--- src/rtl/core/smb_pkg.sv ---
`timescale 1ns / 1ps
// ----------------------------------------------------------------------------
// smb_pkg
// Shared constants and types of the sorted median block: buffer geometry,
// microcode control word, status word and the jump condition codes.
// ----------------------------------------------------------------------------
package smb_pkg;

  localparam int DEPTH  = 64;
  localparam int IDX_W  = $clog2(DEPTH);
  localparam int CNT_W  = $clog2(DEPTH + 1);
  localparam int SMP_W  = 16;
  localparam int MED_W  = 17;
  localparam int NCNT_W = 7;
  localparam int PC_W   = 4;

  // jump conditions
  localparam logic [3:0] C_NEXT      = 4'd0;
  localparam logic [3:0] C_ALWAYS    = 4'd1;
  localparam logic [3:0] C_NOT_VALID = 4'd2;
  localparam logic [3:0] C_FULL      = 4'd3;
  localparam logic [3:0] C_I_ZERO    = 4'd4;
  localparam logic [3:0] C_NOT_GT    = 4'd5;
  localparam logic [3:0] C_NOT_LAST  = 4'd6;
  localparam logic [3:0] C_ODD       = 4'd7;
  localparam logic [3:0] C_OUT_BUSY  = 4'd8;

  // read address select
  localparam logic [1:0] RA_I1 = 2'd0;
  localparam logic [1:0] RA_H  = 2'd1;
  localparam logic [1:0] RA_H1 = 2'd2;

  typedef struct packed {
    logic            in_rdy;
    logic [1:0]      rsel;
    logic            we;
    logic            wsel_x;
    logic            dec_i;
    logic            inc_fill;
    logic            set_drop;
    logic            ld_acc;
    logic            out_load;
    logic            add_self;
    logic [3:0]      cond;
    logic [PC_W-1:0] target;
  } smb_ctl_t;

  typedef struct packed {
    logic valid;
    logic full;
    logic i_zero;
    logic gt;
    logic last;
    logic odd;
    logic out_busy;
  } smb_stat_t;

endpackage

--- src/rtl/core/smb_if.sv ---
`timescale 1ns / 1ps
// ----------------------------------------------------------------------------
// smb_if
// Valid/ready channels of the sorted median block: sample input words and
// median result words.
// ----------------------------------------------------------------------------
interface smb_in_if import smb_pkg::*; ();
  logic                    valid;
  logic                    ready;
  logic signed [SMP_W-1:0] sample;
  logic                    last_sample;

  modport source(output valid, output sample, output last_sample, input ready);
  modport sink(input valid, input sample, input last_sample, output ready);
endinterface

interface smb_out_if import smb_pkg::*; ();
  logic                    valid;
  logic                    ready;
  logic signed [MED_W-1:0] median_doubled;
  logic [NCNT_W-1:0]       sample_count;
  logic                    overflow;

  modport source(output valid, output median_doubled, output sample_count,
                 output overflow, input ready);
  modport sink(input valid, input median_doubled, input sample_count,
               input overflow, output ready);
endinterface

--- src/rtl/core/sorted_median_of_block.sv ---
`timescale 1ns / 1ps
// ----------------------------------------------------------------------------
// sorted_median_of_block
// Median of a block of signed samples by insertion into a sorted buffer.
// ----------------------------------------------------------------------------
// in_ch carries one 16-bit signed sample per word; last_sample marks the
// final word of a block. Each sample is inserted in ascending order into a
// 64-entry buffer; samples beyond the buffer depth are dropped and flagged.
// At the block end one word leaves on out_ch: twice the median, the count
// of kept samples and the overflow flag.
// For a kept sample, each buffered sample that moves up one place takes a
// read, a compare and a write step in turn, on the separate read and write
// ports of the buffer. A dropped sample skips the insert loop. After the
// marked sample the median steps wait for a free output register.
// in_ch.ready is high only while the sequencer waits for a sample.
// Reset clears the fill count, the overflow flag, the output register valid
// and the step counter; buffer contents are never cleared.
// The result stays in the output register while out_ch.ready is low; the
// next block's samples are still taken, and the following result waits for
// the register to free up.
// ----------------------------------------------------------------------------
module sorted_median_of_block import smb_pkg::*; (
  input  logic      clk,
  input  logic      rst_n,
  smb_in_if.sink    in_ch,
  smb_out_if.source out_ch
);

  logic [PC_W-1:0] pc;
  smb_ctl_t        ctl;
  smb_stat_t       stat;

  smb_sequencer u_seq (
    .clk   (clk),
    .rst_n (rst_n),
    .ctl   (ctl),
    .stat  (stat),
    .pc    (pc)
  );

  smb_ucode_rom u_rom (
    .pc  (pc),
    .ctl (ctl)
  );

  smb_datapath u_dp (
    .clk    (clk),
    .rst_n  (rst_n),
    .ctl    (ctl),
    .stat   (stat),
    .in_ch  (in_ch),
    .out_ch (out_ch)
  );

endmodule

--- src/rtl/core/smb_ucode_rom.sv ---
`timescale 1ns / 1ps
// ----------------------------------------------------------------------------
// smb_ucode_rom
// Microprogram table: one control word per step of the insert and median
// program.
// ----------------------------------------------------------------------------
module smb_ucode_rom import smb_pkg::*; (
  input  logic [PC_W-1:0] pc,
  output smb_ctl_t        ctl
);

  localparam logic [PC_W-1:0] S_WAIT   = PC_W'(0);
  localparam logic [PC_W-1:0] S_FULL   = PC_W'(1);
  localparam logic [PC_W-1:0] S_LOOP   = PC_W'(2);
  localparam logic [PC_W-1:0] S_CMP    = PC_W'(3);
  localparam logic [PC_W-1:0] S_SHIFT  = PC_W'(4);
  localparam logic [PC_W-1:0] S_PLACE  = PC_W'(5);
  localparam logic [PC_W-1:0] S_DROP   = PC_W'(6);
  localparam logic [PC_W-1:0] S_LAST   = PC_W'(7);
  localparam logic [PC_W-1:0] S_MED_A  = PC_W'(8);
  localparam logic [PC_W-1:0] S_MED_B  = PC_W'(9);
  localparam logic [PC_W-1:0] S_EVEN   = PC_W'(10);
  localparam logic [PC_W-1:0] S_ODD    = PC_W'(11);

  always_comb begin
    ctl = '0;
    case (pc)
      S_WAIT: begin
        ctl.in_rdy = 1'b1;
        ctl.cond   = C_NOT_VALID;
        ctl.target = S_WAIT;
      end
      S_FULL: begin
        ctl.cond   = C_FULL;
        ctl.target = S_DROP;
      end
      S_LOOP: begin
        ctl.rsel   = RA_I1;
        ctl.cond   = C_I_ZERO;
        ctl.target = S_PLACE;
      end
      S_CMP: begin
        ctl.cond   = C_NOT_GT;
        ctl.target = S_PLACE;
      end
      S_SHIFT: begin
        ctl.we     = 1'b1;
        ctl.dec_i  = 1'b1;
        ctl.cond   = C_ALWAYS;
        ctl.target = S_LOOP;
      end
      S_PLACE: begin
        ctl.we       = 1'b1;
        ctl.wsel_x   = 1'b1;
        ctl.inc_fill = 1'b1;
        ctl.cond     = C_ALWAYS;
        ctl.target   = S_LAST;
      end
      S_DROP: begin
        ctl.set_drop = 1'b1;
      end
      S_LAST: begin
        ctl.cond   = C_NOT_LAST;
        ctl.target = S_WAIT;
      end
      S_MED_A: begin
        ctl.rsel   = RA_H;
        ctl.cond   = C_OUT_BUSY;
        ctl.target = S_MED_A;
      end
      S_MED_B: begin
        ctl.ld_acc = 1'b1;
        ctl.rsel   = RA_H1;
        ctl.cond   = C_ODD;
        ctl.target = S_ODD;
      end
      S_EVEN: begin
        ctl.out_load = 1'b1;
        ctl.cond     = C_ALWAYS;
        ctl.target   = S_WAIT;
      end
      S_ODD: begin
        ctl.out_load = 1'b1;
        ctl.add_self = 1'b1;
        ctl.cond     = C_ALWAYS;
        ctl.target   = S_WAIT;
      end
      default: begin
        ctl.cond   = C_ALWAYS;
        ctl.target = S_WAIT;
      end
    endcase
  end

endmodule

--- src/rtl/core/smb_sequencer.sv ---
`timescale 1ns / 1ps
// ----------------------------------------------------------------------------
// smb_sequencer
// Step counter with conditional jumps chosen by the control word and the
// datapath status.
// ----------------------------------------------------------------------------
module smb_sequencer import smb_pkg::*; (
  input  logic            clk,
  input  logic            rst_n,
  input  smb_ctl_t        ctl,
  input  smb_stat_t       stat,
  output logic [PC_W-1:0] pc
);

  logic [PC_W-1:0] pc_r;
  logic [PC_W-1:0] pc_nxt;
  logic            jump;

  always_comb begin
    case (ctl.cond)
      C_NEXT:      jump = 1'b0;
      C_ALWAYS:    jump = 1'b1;
      C_NOT_VALID: jump = !stat.valid;
      C_FULL:      jump = stat.full;
      C_I_ZERO:    jump = stat.i_zero;
      C_NOT_GT:    jump = !stat.gt;
      C_NOT_LAST:  jump = !stat.last;
      C_ODD:       jump = stat.odd;
      C_OUT_BUSY:  jump = stat.out_busy;
      default:     jump = 1'b1;
    endcase
    pc_nxt = jump ? ctl.target : pc_r + 1'b1;
  end

  always_ff @(posedge clk) begin
    if (!rst_n) begin
      pc_r <= '0;
    end else begin
      pc_r <= pc_nxt;
    end
  end

  assign pc = pc_r;

endmodule

--- src/rtl/core/smb_datapath.sv ---
`timescale 1ns / 1ps
// ----------------------------------------------------------------------------
// smb_datapath
// Sorted sample buffer with one write and one registered read port, insert
// index, fill count, median accumulator and the output register.
// ----------------------------------------------------------------------------
module smb_datapath import smb_pkg::*; (
  input  logic             clk,
  input  logic             rst_n,
  input  smb_ctl_t         ctl,
  output smb_stat_t        stat,
  smb_in_if.sink           in_ch,
  smb_out_if.source        out_ch
);

  logic signed [SMP_W-1:0] mem [DEPTH];
  logic signed [SMP_W-1:0] rd_q_r;
  logic signed [SMP_W-1:0] x_r;
  logic                    last_r;
  logic [CNT_W-1:0]        i_r;
  logic [CNT_W-1:0]        fill_r;
  logic                    drop_r;
  logic signed [MED_W-1:0] acc_r;
  logic signed [MED_W-1:0] med_r;
  logic [NCNT_W-1:0]       cnt_out_r;
  logic                    ovf_r;
  logic                    out_valid_r;

  logic                    accept;
  logic [CNT_W-1:0]        i_m1;
  logic [CNT_W-1:0]        h;
  logic [CNT_W-1:0]        h_m1;
  logic [IDX_W-1:0]        rd_addr;
  logic signed [SMP_W-1:0] wdata;
  logic signed [MED_W-1:0] rd_ext;
  logic signed [MED_W-1:0] addend;
  logic [CNT_W+NCNT_W-1:0] cnt_ext;

  assign accept  = ctl.in_rdy && in_ch.valid;
  assign i_m1    = i_r - 1'b1;
  assign h       = fill_r >> 1;
  assign h_m1    = h - 1'b1;
  assign wdata   = ctl.wsel_x ? x_r : rd_q_r;
  assign rd_ext  = {rd_q_r[SMP_W-1], rd_q_r};
  assign addend  = ctl.add_self ? acc_r : rd_ext;
  assign cnt_ext = {{NCNT_W{1'b0}}, fill_r};

  always_comb begin
    case (ctl.rsel)
      RA_I1:   rd_addr = i_m1[IDX_W-1:0];
      RA_H:    rd_addr = h[IDX_W-1:0];
      RA_H1:   rd_addr = h_m1[IDX_W-1:0];
      default: rd_addr = i_m1[IDX_W-1:0];
    endcase
  end

  // sample buffer
  always_ff @(posedge clk) begin
    if (ctl.we) begin
      mem[i_r[IDX_W-1:0]] <= wdata;
    end
    rd_q_r <= mem[rd_addr];
  end

  // payload
  always_ff @(posedge clk) begin
    if (accept) begin
      x_r    <= in_ch.sample;
      last_r <= in_ch.last_sample;
      i_r    <= fill_r;
    end else if (ctl.dec_i) begin
      i_r <= i_m1;
    end
    if (ctl.ld_acc) begin
      acc_r <= rd_ext;
    end
    if (ctl.out_load) begin
      med_r     <= acc_r + addend;
      cnt_out_r <= cnt_ext[NCNT_W-1:0];
      ovf_r     <= drop_r;
    end
  end

  // control
  always_ff @(posedge clk) begin
    if (!rst_n) begin
      fill_r      <= '0;
      drop_r      <= 1'b0;
      out_valid_r <= 1'b0;
    end else begin
      if (ctl.out_load) begin
        fill_r <= '0;
        drop_r <= 1'b0;
      end else begin
        if (ctl.inc_fill) begin
          fill_r <= fill_r + 1'b1;
        end
        if (ctl.set_drop) begin
          drop_r <= 1'b1;
        end
      end
      if (ctl.out_load) begin
        out_valid_r <= 1'b1;
      end else if (out_ch.ready) begin
        out_valid_r <= 1'b0;
      end
    end
  end

  assign stat.valid    = in_ch.valid;
  assign stat.full     = (fill_r == CNT_W'(DEPTH));
  assign stat.i_zero   = (i_r == '0);
  assign stat.gt       = (rd_q_r > x_r);
  assign stat.last     = last_r;
  assign stat.odd      = fill_r[0];
  assign stat.out_busy = out_valid_r;

  // no word is taken while in reset
  assign in_ch.ready           = ctl.in_rdy && rst_n;
  assign out_ch.valid          = out_valid_r;
  assign out_ch.median_doubled = med_r;
  assign out_ch.sample_count   = cnt_out_r;
  assign out_ch.overflow       = ovf_r;

  a_fill_bound: assert property (@(posedge clk) disable iff (!rst_n)
    fill_r <= CNT_W'(DEPTH))
    else $error("fill count beyond buffer depth");

  a_clear_after_result: assert property (@(posedge clk) disable iff (!rst_n)
    ctl.out_load |=> (fill_r == '0) && !drop_r)
    else $error("block state not cleared after result");

  a_load_when_free: assert property (@(posedge clk) disable iff (!rst_n)
    ctl.out_load |-> !out_valid_r)
    else $error("result register overwritten");

  a_write_in_range: assert property (@(posedge clk) disable iff (!rst_n)
    ctl.we |-> (i_r < CNT_W'(DEPTH)))
    else $error("buffer write beyond depth");

endmodule
--- src/flat_wrapper.sv ---
// flat-port wrapper written by rule: the top's interface ports become plain ports
module sorted_median_of_block_flat import smb_pkg::*;
  (clk, rst_n, in_ch_valid, in_ch_sample, in_ch_last_sample, in_ch_ready, out_ch_valid, out_ch_median_doubled, out_ch_sample_count, out_ch_overflow, out_ch_ready);
  smb_in_if in_ch_i ();
  smb_out_if out_ch_i ();
  input  logic clk;
  input  logic rst_n;
  input wire logic [$bits(in_ch_i.valid)-1:0] in_ch_valid;
  input wire logic [$bits(in_ch_i.sample)-1:0] in_ch_sample;
  input wire logic [$bits(in_ch_i.last_sample)-1:0] in_ch_last_sample;
  output wire logic [$bits(in_ch_i.ready)-1:0] in_ch_ready;
  output wire logic [$bits(out_ch_i.valid)-1:0] out_ch_valid;
  output wire logic [$bits(out_ch_i.median_doubled)-1:0] out_ch_median_doubled;
  output wire logic [$bits(out_ch_i.sample_count)-1:0] out_ch_sample_count;
  output wire logic [$bits(out_ch_i.overflow)-1:0] out_ch_overflow;
  input wire logic [$bits(out_ch_i.ready)-1:0] out_ch_ready;
  assign in_ch_i.valid = in_ch_valid;
  assign in_ch_i.sample = in_ch_sample;
  assign in_ch_i.last_sample = in_ch_last_sample;
  assign in_ch_ready = in_ch_i.ready;
  assign out_ch_valid = out_ch_i.valid;
  assign out_ch_median_doubled = out_ch_i.median_doubled;
  assign out_ch_sample_count = out_ch_i.sample_count;
  assign out_ch_overflow = out_ch_i.overflow;
  assign out_ch_i.ready = out_ch_ready;
  sorted_median_of_block u_core (.clk(clk), .rst_n(rst_n), .in_ch(in_ch_i), .out_ch(out_ch_i));
endmodule
--- config.mk ---
export PLATFORM = sky130hd
export DESIGN_NAME = sorted_median_of_block_flat
export DESIGN_NICKNAME = d
export VERILOG_FILES = /design/src/rtl/core/smb_pkg.sv /design/src/rtl/core/smb_if.sv /design/src/rtl/core/sorted_median_of_block.sv /design/src/rtl/core/smb_ucode_rom.sv /design/src/rtl/core/smb_sequencer.sv /design/src/rtl/core/smb_datapath.sv /design/src/flat_wrapper.sv
export SDC_FILE = /design/constraint.sdc
export NUM_CORES = 2
export LEC_CHECK = 0
export BUFFER_PORTS_ARGS = -buffer_cell sky130_fd_sc_hd__buf_2
export CORE_ASPECT_RATIO = 2
export CORE_UTILIZATION = 60
export CTS_CLUSTER_SIZE = 28
export DETAILED_ROUTE_END_ITERATION = 6
export GPL_ROUTABILITY_DRIVEN = 0
export MAX_ROUTING_LAYER = met4
export PLACE_DENSITY_LB_ADDON = 0.25
export SYNTH_ARGS = -nofsm -noshare
export SYNTH_HDL_FRONTEND = slang
export SYNTH_HIERARCHICAL = 1
export SYNTH_SLANG_ARGS = --single-unit
--- constraint.sdc ---
create_clock -name clk -period 6.15 [get_ports clk]
set_input_delay 1.23 -clock clk [delete_from_list [all_inputs] [get_ports clk]]
set_output_delay 1.23 -clock clk [all_outputs]
set_load 0.005 [all_outputs]
==> impl_results.md <==
- PortBufs: 47
- Critical path type: reg2reg
- Die Area: 0.0757 mm^2
- Synth top area share: 0.731
- Drt pass-1 iters: 5
- # Post-CTS Setup Buffers: 0
- F_max: roughly 200 MHz
- Clk root buf: clkbuf_16
- P_leak: roughly 16 nW
- Layout cells sized above 1: 0.280
- Row cnt: 141
- Slew of the pin with the lowest slew margin: 1.32 ns
- Number of DRC markers in iteration 0: about 2100
- Synthesized net count: between 2000 and 2500
- Post-route DRC: 0
- Crit path max fanout: 83
- Post-Layout Inst Area: 0.0495 mm^2
- Max clock buf depth: 3
- Post-DP HPWL: between 60000 and 70000 um
- Startpoint Class: register
- Tmin final: roughly 5.1 ns
- Hold WC Path Type: reg2reg
- Post-cts hold buffer count: 0
- H-tree depth: 3
- Max-cap violations: 0
- Worst-Skew Late Latency: about 0.69 ns
- Vias in the first global route: around 23000
- Clock Sinks: around 1100
- Vias/cell: 6.70
- Initial antenna violation count: 0
- Relative max-transition margin: 0.116
- Mapped Area: 0.0447 mm^2
- Die width: between 150 and 200 um
- Post-Route WL: between 100000 and 150000 um
- # resized after CTS: 0
- Post-synthesis async set-or-reset flop share: 0
- IO Pins: 48
- ANT cells: 0
- Cell taking the most area after synthesis: edfxtp_1
- DR WL/cell: 31.9 um
- First-pass GRT wire length: between 150000 and 200000 um
- Part of the cycle the worst path needs: 0.830
- Synthesis-stage register bit count: 1118
- Die H: slightly below 400 um
- Worst IR drop on VDD: 0.499 mV
- Vias after detailed routing: 22100
- Required time of the critical path: 6.70 ns
- FILL cells: around 4600
- P&R area growth vs syn: 10.7%
- CORE AREA: roughly 0.074 mm^2
- Prevailing post-synth register cell: edfxtp_1
- RSZ-0062 raised after global routing: false
- Pin count of the biggest net entering global routing: 84
- Initial core utilization: 0.606
- CTS tree: yes
- Largest cells by area after synthesis: edfxtp_1, mux4_2, mux2i_1
- Grt total ovfl: 0
- Aggregate global-route resource usage: 0.297
- Mapped Cells: roughly 2200
- Fin nets: 2359
- Crit path DAT: between 5 and 6 ns
- Sequential fraction of the synthesis area: 0.744
- Max Slew Vio Count: 0
- Power Dens Cells: ~590 mW/mm^2
- CTS buffer count: 91
- Synth Area per Inst: slightly above 20 um^2
- Clk slew on worst S/H paths: approximately 0.070 ns
- Fin cells: between 3000 and 4000
- Ys Warns: 6
- Fin. Hold Viols: 0
- Post-synth EDFFs: about 1100
- Post-Place Cell Area: between 0.04 and 0.05 mm^2
- Setup TNS: 0 ns
- DRT antenna net count: 0
- CP endpoint kind: register
- Inst Count DP: between 3000 and 4000
- Setup Skew: 0.0249 ns
- Status: complete, no violations
- Post-synthesis cell type count: a little over 70
- Final Core Density: 0.671
- Setup Viol. Count Final: 0
[cell type report]
cell class,count,area (um^2),share of cell area
Clock buffer,108,2380,0.0482
Clock inverter,59,603,0.0122
Inverter,40,150,0.00303
Multi-Input combinational cell,890,10700,0.217
Sequential cell,1118,33300,0.673
Tap cell,929,1160,0.0235
Timing Repair Buffer,155,1150,0.0232
[layout by cell type (no fill, tap or decap), types with 17 or more instances in the layout]
| cell | n |
|---|---|
| buf_4 | 100 |
| a22oi_1 | 31 |
| clkbuf_16 | 93 |
| o21a_1 | 20 |
| nor2_2 | 17 |
| buf_2 | 47 |
| nand2_1 | 28 |
| nor3_1 | 26 |
| clkinv_2 | 18 |
| ha_1 | 41 |
| nor2_1 | 70 |
| o21ai_0 | 27 |
| mux4_2 | 252 |
| o22ai_1 | 17 |
| mux2i_1 | 74 |
| edfxtp_1 | 1089 |
| inv_1 | 39 |
| a21oi_1 | 30 |
| mux2_2 | 60 |
| dfxtp_1 | 29 |
[synthesized netlist by cell type (17+ instances only)]
cell / count
o22ai_1: 17
mux2_2: 60
ha_1: 41
edfxtp_1: 1089
nand2_1: 28
clkbuf_1: 38
dfxtp_1: 29
mux4_2: 252
nor2_1: 87
nor3_1: 35
o21a_1: 20
a21oi_1: 33
a22oi_1: 31
buf_4: 18
inv_1: 39
buf_2: 48
mux2i_1: 74
o21ai_0: 28
[cell families (layout without fill, tap and decap cells)]
group / Yosys count / in the layout / synth area share
DFF: 1118 / 1118 / 0.744
AOI/OAI and AO/OA: 204 / 204 / 0.0344
buffers and inverters: 163 / 362 / 0.0189
muxes: 391 / 391 / 0.160
adders and majority gates: 42 / 42 / 0.0119
xor gates and xnor gates: 26 / 26 / 0.00509
and+or+nand+nor: 227 / 227 / 0.0254
[through the flow]
step,hold WS [ns],power (mW),setup WS (ns)
4_1_cts,0.445,29.1,1.11
5_1_grt,0.454,30.0,0.776
6_report,0.445,29.1,1.04
3_5_place_dp,0.422,23.2,1.15
3_3_place_gp,0.421,23.0,1.26
2_1_floorplan,0.403,18.7,1.72
[final timing paths]
| path | slack [ns] | cells after the start | start | endpoint |
|---|---|---|---|---|
| worst max-delay path | 1.04 | 11 | u_core/u_seq/pc[0] | u_core/u_dp/rd_q_r[10] |
| worst min-delay path | 0.45 | 0 | u_core/u_dp/drop_r | u_core/u_dp/out_ch.overflow |
| worst max register to register | 1.04 | 11 | u_core/u_seq/pc[0] | u_core/u_dp/rd_q_r[10] |
| worst min register to register | 0.45 | 0 | u_core/u_dp/drop_r | u_core/u_dp/out_ch.overflow |
[flip-flops by register name (all words and copies together) (netlist names)]
name	count
u_core/u_dp/out_ch.median_doubled	17
u_core/u_dp/drop_r	1
u_core/u_dp/mem	1024
u_core/u_dp/x_r	16
u_core/u_dp/i_r	7
u_core/u_dp/fill_r	7
u_core/u_seq/pc	4
u_core/u_dp/out_ch.sample_count	7
u_core/u_dp/rd_q_r	16
u_core/u_dp/last_r	1
u_core/u_dp/out_ch.overflow	1
u_core/u_dp/acc_r	16
u_core/u_dp/out_ch.valid	1
[routing by layer]
metal / track usage / part of all wire / vias to the layer above
met5: - / 0 / -
met4: 0.208 / 0.080 / 0
met3: 0.0430 / 0.071 / 322
met2: 0.492 / 0.52 / 1127
met1: 0.332 / 0.33 / 11400
li1: - / - / 9212
[power by group]
| group | internal [mW] | switching (mW) |
|---|---|---|
| Combinational | 5.18 | 7.92 |
| Clock | 3.22 | 2.67 |
| Sequential | 9.86 | 0.260 |
[critical path, stage by stage, from the launching register on]
cell and delay [ns]:
dfxtp_1 0.61, nor4bb_4 0.36, buf_4 0.32, ha_1 0.54
a311oi_1 0.62, a21o_4 0.46, buf_12 0.45, mux4_2 0.41
mux2_2 0.32, o22ai_1 0.28, a221o_1 0.38, a221oi_2 0.09
Power figures use the tool's default switching activity.
